File: src/design/gnss_ubx_rtcm_framer_defines.svh
// Assertion macros for the framer
`ifndef GNSS_UBX_RTCM_FRAMER_DEFINES_SVH
`define GNSS_UBX_RTCM_FRAMER_DEFINES_SVH

`ifndef SYNTHESIS
`define GFRM_ASSERT_IMP(lbl, ante, cons, msg) \
	lbl: assert property (@(posedge clk) disable iff (!arst_n) (ante) |-> (cons)) \
		else $error(msg);
`define GFRM_ASSERT_NXT(lbl, ante, cons, msg) \
	lbl: assert property (@(posedge clk) disable iff (!arst_n) (ante) |=> (cons)) \
		else $error(msg);
`else
`define GFRM_ASSERT_IMP(lbl, ante, cons, msg)
`define GFRM_ASSERT_NXT(lbl, ante, cons, msg)
`endif

`endif

File: src/design/gfrm_pkg.sv
package gfrm_pkg;

	localparam int CNT_W = 32;

	localparam logic [7:0] UBX_SYNC_A    = 8'hB5;
	localparam logic [7:0] UBX_SYNC_B    = 8'h62;
	localparam logic [7:0] RTCM_PREAMBLE = 8'hD3;

	localparam logic [15:0] UBX_RESERVE    = 16'd6;
	localparam logic [15:0] RTCM_RESERVE   = 16'd4;
	localparam logic [15:0] MAX_LEN_LIMIT  = 16'd65529;
	localparam logic [15:0] UBX_BUF_RESET  = 16'd1024;
	localparam logic [15:0] RTCM_BUF_RESET = 16'd1027;

	// class + id + 2 length bytes ahead of the UBX checksum
	localparam logic [16:0] UBX_CK_OFFSET = 17'd4;
	// preamble + 2 length bytes + 3 crc bytes
	localparam logic [16:0] RTCM_OVERHEAD = 17'd6;

	typedef enum logic [7:0] {
		CFG_UBX_BUF  = 8'd0,
		CFG_RTCM_BUF = 8'd1
	} cfg_idx_t;

	typedef enum logic [2:0] {
		STAT_NONE      = 3'd0,
		STAT_UBX_OK    = 3'd1,
		STAT_UBX_CKERR = 3'd2,
		STAT_RTCM_OK   = 3'd3,
		STAT_TOO_LONG  = 3'd4
	} frame_status_t;

	typedef enum logic [2:0] {
		ST_HUNT      = 3'd0,
		ST_UBX_SYNC2 = 3'd1,
		ST_UBX_HDR   = 3'd2,
		ST_UBX_BODY  = 3'd3,
		ST_RTCM_HDR  = 3'd4,
		ST_RTCM_BODY = 3'd5
	} parse_state_t;

	typedef struct packed {
		logic [15:0] ubx_lim;
		logic [15:0] rtcm_lim;
	} limits_t;

	typedef struct packed {
		logic             in_frame;
		logic             frame_kind;
		logic [7:0]       frame_byte;
		logic [15:0]      byte_index;
		logic             last_of_frame;
		frame_status_t    frame_status;
		logic [CNT_W-1:0] unframed_count;
		logic [CNT_W-1:0] ubx_frame_count;
		logic [CNT_W-1:0] rtcm_frame_count;
		logic [CNT_W-1:0] checksum_error_count;
		logic [CNT_W-1:0] rx_byte_count;
	} result_t;

	function automatic logic [15:0] limit_after(input logic [15:0] buf_bytes,
		input logic [15:0] reserve);
		logic [15:0] d;
		d = (buf_bytes > reserve) ? buf_bytes - reserve : 16'd0;
		return (d > MAX_LEN_LIMIT) ? MAX_LEN_LIMIT : d;
	endfunction

endpackage

File: src/design/gfrm_cfg.sv
module gfrm_cfg (
	input  logic              clk,
	input  logic              arst_n,
	input  logic              cfg_valid,
	input  logic [7:0]        cfg_index,
	input  logic [15:0]       cfg_data,
	output gfrm_pkg::limits_t limits
);
	import gfrm_pkg::*;

	logic [15:0] ubx_lim_q;
	logic [15:0] rtcm_lim_q;

	// limits are kept already reduced by the header reserve
	always_ff @(posedge clk or negedge arst_n) begin
		if (!arst_n) begin
			ubx_lim_q  <= limit_after(UBX_BUF_RESET, UBX_RESERVE);
			rtcm_lim_q <= limit_after(RTCM_BUF_RESET, RTCM_RESERVE);
		end else if (cfg_valid) begin
			case (cfg_idx_t'(cfg_index))
				CFG_UBX_BUF:  ubx_lim_q  <= limit_after(cfg_data, UBX_RESERVE);
				CFG_RTCM_BUF: rtcm_lim_q <= limit_after(cfg_data, RTCM_RESERVE);
				default: ;
			endcase
		end
	end

	assign limits.ubx_lim  = ubx_lim_q;
	assign limits.rtcm_lim = rtcm_lim_q;

endmodule

File: src/design/gfrm_parser.sv
`include "gnss_ubx_rtcm_framer_defines.svh"

module gfrm_parser (
	input  logic              clk,
	input  logic              arst_n,
	input  logic              accept,
	input  logic [7:0]        rx_byte,
	input  gfrm_pkg::limits_t limits,
	output gfrm_pkg::result_t res
);
	import gfrm_pkg::*;

	parse_state_t     state_q, state_n;
	logic [15:0]      fcb_q, fcb_n;
	logic [15:0]      pl_q, pl_n;
	logic [7:0]       sum_a_q, sum_a_n;
	logic [7:0]       sum_b_q, sum_b_n;
	logic [7:0]       ck_a_q, ck_a_n;
	logic [CNT_W-1:0] miss_q, miss_n;
	logic [CNT_W-1:0] ubx_ok_q, ubx_ok_n;
	logic [CNT_W-1:0] rtcm_ok_q, rtcm_ok_n;
	logic [CNT_W-1:0] ck_err_q, ck_err_n;
	logic [CNT_W-1:0] bytes_q, bytes_n;
	logic [16:0]      idx_ext;
	logic [16:0]      pl_ext;
	logic [16:0]      fcb_inc_ext;

	always_ff @(posedge clk or negedge arst_n) begin
		if (!arst_n) begin
			state_q   <= ST_HUNT;
			fcb_q     <= '0;
			pl_q      <= '0;
			sum_a_q   <= '0;
			sum_b_q   <= '0;
			ck_a_q    <= '0;
			miss_q    <= '0;
			ubx_ok_q  <= '0;
			rtcm_ok_q <= '0;
			ck_err_q  <= '0;
			bytes_q   <= '0;
		end else if (accept) begin
			state_q   <= state_n;
			fcb_q     <= fcb_n;
			pl_q      <= pl_n;
			sum_a_q   <= sum_a_n;
			sum_b_q   <= sum_b_n;
			ck_a_q    <= ck_a_n;
			miss_q    <= miss_n;
			ubx_ok_q  <= ubx_ok_n;
			rtcm_ok_q <= rtcm_ok_n;
			ck_err_q  <= ck_err_n;
			bytes_q   <= bytes_n;
		end
	end

	assign idx_ext     = {1'b0, fcb_q};
	assign pl_ext      = {1'b0, pl_q};
	assign fcb_inc_ext = idx_ext + 17'd1;

	always_comb begin
		state_n   = state_q;
		fcb_n     = fcb_q;
		pl_n      = pl_q;
		sum_a_n   = sum_a_q;
		sum_b_n   = sum_b_q;
		ck_a_n    = ck_a_q;
		miss_n    = miss_q;
		ubx_ok_n  = ubx_ok_q;
		rtcm_ok_n = rtcm_ok_q;
		ck_err_n  = ck_err_q;
		bytes_n   = bytes_q + CNT_W'(1);

		res = '0;
		res.frame_status = STAT_NONE;

		case (state_q)
			ST_UBX_SYNC2: begin
				state_n = (rx_byte == UBX_SYNC_B) ? ST_UBX_HDR : ST_HUNT;
				fcb_n   = '0;
				sum_a_n = '0;
				sum_b_n = '0;
			end
			ST_UBX_HDR: begin
				res.in_frame   = 1'b1;
				res.byte_index = fcb_q;
				sum_a_n = sum_a_q + rx_byte;
				sum_b_n = sum_b_q + sum_a_n;
				fcb_n   = fcb_q + 16'd1;
				if (fcb_q == 16'd2)
					pl_n = {8'h00, rx_byte};
				if (fcb_q == 16'd3) begin
					pl_n = pl_q | {rx_byte, 8'h00};
					if (pl_n > limits.ubx_lim) begin
						res.last_of_frame = 1'b1;
						res.frame_status  = STAT_TOO_LONG;
						state_n = ST_HUNT;
					end else begin
						state_n = ST_UBX_BODY;
					end
				end
			end
			ST_UBX_BODY: begin
				res.in_frame   = 1'b1;
				res.byte_index = fcb_q;
				fcb_n = fcb_q + 16'd1;
				if (idx_ext < pl_ext + UBX_CK_OFFSET) begin
					sum_a_n = sum_a_q + rx_byte;
					sum_b_n = sum_b_q + sum_a_n;
				end else if (idx_ext == pl_ext + UBX_CK_OFFSET) begin
					ck_a_n = rx_byte;
				end else begin
					res.last_of_frame = 1'b1;
					if (ck_a_q == sum_a_q && rx_byte == sum_b_q) begin
						res.frame_status = STAT_UBX_OK;
						ubx_ok_n = ubx_ok_q + CNT_W'(1);
					end else begin
						res.frame_status = STAT_UBX_CKERR;
						ck_err_n = ck_err_q + CNT_W'(1);
					end
					state_n = ST_HUNT;
				end
			end
			ST_RTCM_HDR: begin
				res.in_frame   = 1'b1;
				res.frame_kind = 1'b1;
				res.byte_index = fcb_q;
				fcb_n = fcb_q + 16'd1;
				if (fcb_q == 16'd1) begin
					pl_n = {rx_byte, 8'h00};
				end else begin
					pl_n = pl_q | {8'h00, rx_byte};
					if (pl_n > limits.rtcm_lim) begin
						res.last_of_frame = 1'b1;
						res.frame_status  = STAT_TOO_LONG;
						state_n = ST_HUNT;
					end else begin
						state_n = ST_RTCM_BODY;
					end
				end
			end
			ST_RTCM_BODY: begin
				res.in_frame   = 1'b1;
				res.frame_kind = 1'b1;
				res.byte_index = fcb_q;
				fcb_n = fcb_q + 16'd1;
				if (fcb_inc_ext == pl_ext + RTCM_OVERHEAD) begin
					res.last_of_frame = 1'b1;
					res.frame_status  = STAT_RTCM_OK;
					rtcm_ok_n = rtcm_ok_q + CNT_W'(1);
					state_n = ST_HUNT;
				end
			end
			default: begin
				state_n = ST_HUNT;
				fcb_n   = '0;
				if (rx_byte == UBX_SYNC_A) begin
					state_n = ST_UBX_SYNC2;
				end else if (rx_byte == RTCM_PREAMBLE) begin
					res.in_frame   = 1'b1;
					res.frame_kind = 1'b1;
					fcb_n   = 16'd1;
					pl_n    = '0;
					state_n = ST_RTCM_HDR;
				end else begin
					miss_n = miss_q + CNT_W'(1);
				end
			end
		endcase

		res.frame_byte           = res.in_frame ? rx_byte : 8'h00;
		res.unframed_count       = miss_n;
		res.ubx_frame_count      = ubx_ok_n;
		res.rtcm_frame_count     = rtcm_ok_n;
		res.checksum_error_count = ck_err_n;
		res.rx_byte_count        = bytes_n;
	end

	`GFRM_ASSERT_IMP(a_last_has_status, 1'b1,
		res.last_of_frame == (res.frame_status != STAT_NONE), "last mark and status disagree")
	`GFRM_ASSERT_IMP(a_kind_in_frame, res.frame_kind, res.in_frame, "kind set outside a frame")
	`GFRM_ASSERT_NXT(a_sync2_clears, accept && state_q == ST_UBX_SYNC2,
		fcb_q == 16'd0 && sum_a_q == 8'h00 && sum_b_q == 8'h00, "sync2 did not clear frame")

endmodule

File: src/design/gfrm_outbuf.sv
`include "gnss_ubx_rtcm_framer_defines.svh"

module gfrm_outbuf (
	input  logic              clk,
	input  logic              arst_n,
	input  logic              push,
	input  gfrm_pkg::result_t push_data,
	output logic              full,
	output logic              out_valid,
	input  logic              out_stall,
	output gfrm_pkg::result_t out_data
);
	import gfrm_pkg::*;

	logic    main_valid_q;
	logic    skid_valid_q;
	result_t main_q;
	result_t skid_q;
	logic    take;

	assign take = main_valid_q && !out_stall;

	always_ff @(posedge clk or negedge arst_n) begin
		if (!arst_n) begin
			main_valid_q <= 1'b0;
			skid_valid_q <= 1'b0;
		end else begin
			if (!main_valid_q) begin
				main_valid_q <= push;
			end else if (take) begin
				if (skid_valid_q)
					skid_valid_q <= push;
				else
					main_valid_q <= push;
			end else if (push) begin
				skid_valid_q <= 1'b1;
			end
		end
	end

	always_ff @(posedge clk) begin
		if (!main_valid_q) begin
			if (push)
				main_q <= push_data;
		end else if (take) begin
			if (skid_valid_q) begin
				main_q <= skid_q;
				if (push)
					skid_q <= push_data;
			end else if (push) begin
				main_q <= push_data;
			end
		end else if (push) begin
			skid_q <= push_data;
		end
	end

	assign full      = skid_valid_q;
	assign out_valid = main_valid_q;
	assign out_data  = main_q;

	`GFRM_ASSERT_IMP(a_skid_behind_main, skid_valid_q, main_valid_q, "skid word without main word")

endmodule

File: src/design/gnss_ubx_rtcm_framer.sv
// UBX / RTCM3 byte framer. One byte is taken per cycle on rx_byte while
// in_stall is low and yields exactly one registered output word. The parser
// state and counters update in the same cycle the byte is taken, so bytes may
// arrive back to back; a two-word output buffer lets the input keep flowing
// for one extra word while the output is stalled, after which in_stall rises.
// UBX checksums are verified, RTCM CRC is not. Limit registers are written
// via the cfg port (always ready), by the user only while idle; not enforced.
module gnss_ubx_rtcm_framer (
	input  logic                      clk,
	input  logic                      arst_n,
	input  logic                      in_valid,
	output logic                      in_stall,
	input  logic [7:0]                rx_byte,
	input  logic                      cfg_valid,
	output logic                      cfg_ready,
	input  logic [7:0]                cfg_index,
	input  logic [15:0]               cfg_data,
	output logic                      out_valid,
	input  logic                      out_stall,
	output logic                      in_frame,
	output logic                      frame_kind,
	output logic [7:0]                frame_byte,
	output logic [15:0]               byte_index,
	output logic                      last_of_frame,
	output logic [2:0]                frame_status,
	output logic [gfrm_pkg::CNT_W-1:0] unframed_count,
	output logic [gfrm_pkg::CNT_W-1:0] ubx_frame_count,
	output logic [gfrm_pkg::CNT_W-1:0] rtcm_frame_count,
	output logic [gfrm_pkg::CNT_W-1:0] checksum_error_count,
	output logic [gfrm_pkg::CNT_W-1:0] rx_byte_count
);
	import gfrm_pkg::*;

	limits_t limits;
	result_t res;
	result_t out_word;
	logic    accept;
	logic    buf_full;

	assign cfg_ready = 1'b1;
	assign in_stall  = buf_full;
	assign accept    = in_valid && !buf_full;

	gfrm_cfg u_cfg (
		.clk       (clk),
		.arst_n    (arst_n),
		.cfg_valid (cfg_valid),
		.cfg_index (cfg_index),
		.cfg_data  (cfg_data),
		.limits    (limits)
	);

	gfrm_parser u_parser (
		.clk     (clk),
		.arst_n  (arst_n),
		.accept  (accept),
		.rx_byte (rx_byte),
		.limits  (limits),
		.res     (res)
	);

	gfrm_outbuf u_outbuf (
		.clk       (clk),
		.arst_n    (arst_n),
		.push      (accept),
		.push_data (res),
		.full      (buf_full),
		.out_valid (out_valid),
		.out_stall (out_stall),
		.out_data  (out_word)
	);

	assign in_frame             = out_word.in_frame;
	assign frame_kind           = out_word.frame_kind;
	assign frame_byte           = out_word.frame_byte;
	assign byte_index           = out_word.byte_index;
	assign last_of_frame        = out_word.last_of_frame;
	assign frame_status         = out_word.frame_status;
	assign unframed_count       = out_word.unframed_count;
	assign ubx_frame_count      = out_word.ubx_frame_count;
	assign rtcm_frame_count     = out_word.rtcm_frame_count;
	assign checksum_error_count = out_word.checksum_error_count;
	assign rx_byte_count        = out_word.rx_byte_count;

endmodule
File: config.mk
export PLATFORM = sky130hd
export DESIGN_NAME = gnss_ubx_rtcm_framer
export DESIGN_NICKNAME = d
export VERILOG_FILES = /design/src/design/gfrm_pkg.sv /design/src/design/gfrm_cfg.sv /design/src/design/gfrm_parser.sv /design/src/design/gfrm_outbuf.sv /design/src/design/gnss_ubx_rtcm_framer.sv
export VERILOG_INCLUDE_DIRS = /design/src /design/src/design
export SDC_FILE = /design/constraint.sdc
export NUM_CORES = 1
export LEC_CHECK = 0
export ABC_AREA = 1
export BUFFER_PORTS_ARGS = -buffer_cell sky130_fd_sc_hd__buf_2
export CAP_MARGIN = 40
export CORE_MARGIN = 2
export CORE_UTILIZATION = 50
export DETAILED_ROUTE_END_ITERATION = 8
export PLACE_DENSITY = 0.68
export SLEW_MARGIN = 5
export SYNTH_ARGS = -nofsm -noshare
export SYNTH_HDL_FRONTEND = slang
export SYNTH_SLANG_ARGS = --single-unit
File: constraint.sdc
create_clock -name clk -period 54.6 [get_ports clk]
set_input_delay 5.46 -clock clk [delete_from_list [all_inputs] [get_ports clk]]
set_output_delay 5.46 -clock clk [all_outputs]
set_load 0.005 [all_outputs]
==> metrics.txt <==
post-route cell area between 30000 and 40000 sq um; #FFs+latches synth about 630; Crit. End Element register; final worst-path cycle share 14.5%; First DRT Iteration DRCs 2611; synthesized net count 4283; global-route wire length before repair approximately 150 mm; Synth top area share between 30% and 40%; Fin. Hold Viols 0; Core Util, Final between 50 and 60%; CTS tree built; leading area contributor after synthesis edfxtp_1; grt total ovfl 0; sequential share of the synthesized area approximately 51%; RSZ-0062 raised after global routing false; Sw Pwr about 0.75 mW; min-delay worst type register to register; Reg clk slew, reported paths 60 ps; TritonRoute pass-1 iters 6; I/O pin count 230; Most common cell on crit path nor2_1; Net count, final approximately 4500; CTS Buf Count approximately 70; Leak 17.8 nW; Tot GR Track Use around a quarter; CTS H-tree depth 3; highest cell delay on the worst timing path 800 ps; max_slew headroom between 30% and 40%; Synth Flop Type edfxtp_1; DRC 0; final-report max-slew violation count 0; CTS sink count ~630; Area contributors post-synth edfxtp_1, dfrtp_1, nand2_1, inv_1, o22ai_1; clock root buffer clkbuf_16; proportion of layout cells with a drive suffix above 1 10.2%; commonest non-fill, non-tap cell in the layout nand2_1; IO Port Bufs 228; worst-margin pin slew around 1000 ps; Synth Cell Area ~35000 sq um; combinational family with the most area after synthesis simple AND/OR/NAND/NOR gates; Worst Skew around 19 ps; worst skew pair latency approximately 630 ps; fmax about 130 MHz; status finished, final reports clean; mux share of post-synthesis cell area less than 1%; Mapped Cells between 4000 and 5000; final WL 94.6 mm; Routed WL per cell around 18 um; vias in the first global route 27800; Vias/cell about 5.4; Reg power frac approximately 41%; Post-Synth XOR/XNOR Area 3.87%; Clk pwr share roughly a quarter; crit path max fanout 14; RePlAce Congestion 0.931; Hold Buf Count CTS 0; reg-to-reg slack, setup roughly 50000 ps; Async S/R FF share, synth around 40%; Vias around 29000; core area a little under 70000 sq um; Cell Chain, Critical Path buf_2 > inv_1 > nor4_1 > nand2_1 > nor2_1 > nor2_1 > nor2_1 > nor2_1 > nor2_1; Synth Area in Compound Gates a little over a tenth; largest net degree at the start of global routing 161; die width 268 um; Max Root-Sink Buffers 3; Adder-Cell Fraction of Synth Area 2.87%; YS warnings 0; Initial Util between 50% and 60%; crit path max-delay cell type nor4_1; number of flops mapped to enable cells by yosys 380; P_int 1.24 mW; placed cell area around 37000 sq um; most frequent cells in the layout nand2_1, inv_1, edfxtp_1; FP Rows 96; CP Data Arrival Time between 8000 and 9000 ps; Netlist cell types 56; Simple-Gate Fraction of Synth Area between 20% and 30%; ANT nets after route 0; Area Overhead vs Synth 12.7%; Setup TNS 0 ps; Syn Area/Cell approximately 8.4 sq um; worst path required time roughly 55000 ps; fraction of power consumed by combinational cells around 34%; Die ar. between 70000 and 80000 sq um; Sw Share 37.6%; crit path kind input port to register; Tmin final 7910 ps; CTS resizes 0; height of the die about 270 um; Tot Pwr between 1.5 and 2 mW; crit start category input port; final setup vio count 0; initial antenna violation count 2; Detail Placement HPWL about 65 mm; worst vdd ir between 0.04 and 0.05 mV; Pwr Density about 50 nW/um^2; setup bufs post-CTS 0; Max Cap Violations 0
worst paths after layout:
kind	cells after the start	endpoint	startpoint
worst max-delay path	9	u_outbuf.out_data[180]	rx_byte[7]
worst min-delay path	2	u_cfg.rtcm_lim_q[1]	u_cfg.rtcm_lim_q[1]
worst max register to register	20	u_parser.sum_b_q[7]	u_parser.pl_q[2]
worst min register to register	2	u_cfg.rtcm_lim_q[1]	u_cfg.rtcm_lim_q[1]
max in group asynchronous	5	u_parser.ck_err_q[16]	arst_n
min in group asynchronous	1	u_cfg.rtcm_lim_q[14]	arst_n
kinds of logic after synthesis:
logic type                 after synthesis
DFF                                    633
other                                    1
and+or+nand+nor                       1885
AOI/OAI and AO/OA                      644
xor gates and xnor gates               149
muxes                                    1
buffers and inverters                  775
adders and majority gates               79
Yosys cell counts (all sizes together) (4+ instances only):
| library cell | n |
|---|---|
| nand2 | 1113 |
| inv | 623 |
| edfxtp | 380 |
| nor2 | 342 |
| dfrtp | 235 |
| o22ai | 215 |
| nand3 | 204 |
| o21ai | 199 |
| xor2 | 128 |
| a21oi | 122 |
| clkbuf | 111 |
| nand4 | 93 |
| nor3 | 81 |
| ha | 77 |
| o21bai | 68 |
| buf | 37 |
| nor4 | 22 |
| xnor2 | 21 |
| dfstp | 18 |
| nand3b | 15 |
| a31oi | 9 |
| o21a | 8 |
| o211ai | 7 |
| o221ai | 7 |
| or2 | 5 |
| clkinv | 4 |
flip-flops by register name, summed over array words and instances (netlist names), 16 cells and up:
name / count
u_cfg.rtcm_lim_q: 16
u_parser.fcb_q: 16
u_outbuf.skid_q: 190
u_parser.ubx_ok_q: 32
u_parser.pl_q: 16
u_parser.miss_q: 32
u_cfg.ubx_lim_q: 16
u_outbuf.out_data: 190
u_parser.ck_err_q: 32
u_parser.rtcm_ok_q: 32
u_parser.bytes_q: 32
stage by stage:
stage / hold WS, ps / worst slack, ps / std cells
6_report: 473 / 46690 / 5340
5_1_grt: 510 / 46490 / 5338
3_3_place_gp: 459 / 45720 / 5199
2_1_floorplan: 448 / 32580 / 4167
3_5_place_dp: 464 / 46080 / 5206
4_1_cts: 474 / 46740 / 5338
routing by layer:
| layer | wire (um) | part of all wire (%) | global-route usage, % | vias to the layer above |
|---|---|---|---|---|
| met3 | 6280 | 6.6 | 4.56 | 156 |
| met2 | 42200 | 45 | 41.0 | 873 |
| met1 | 43400 | 46 | 37.4 | 13700 |
| met5 | 7 | 0.0074 | 0 | - |
| li1 | - | - | - | 14200 |
| met4 | 2790 | 3.0 | 8.92 | 2 |
worst max-delay path, delay by kind of cell:
| kind | cells | cell delay, ps |
|---|---|---|
| buffers and inverters | 2 | 360 |
| and+or+nand+nor | 7 | 2550 |
cell type report:
| class | instances | area, sq um |
|---|---|---|
| fillers | 6288 | 29500 |
| flip-flops and latches | 633 | 17800 |
| multi-input cells | 2759 | 14200 |
| inverters | 627 | 2370 |
| clock buffers | 93 | 1890 |
| repair buffers | 256 | 1490 |
| well taps | 931 | 1160 |
| clock inverters | 39 | 459 |
| diodes | 2 | 5.00 |
power by group through the flow:
stage               logic [mW]  registers [mW]  clock network [mW]
finish                   0.681           0.821               0.487
global placement         0.657           0.826                   0
global route             0.771           0.837               0.514
detailed placement       0.680           0.826                   0
CTS                      0.685           0.820               0.496
floorplan                0.452           0.804                   0
(Power assumes the default switching activity.)
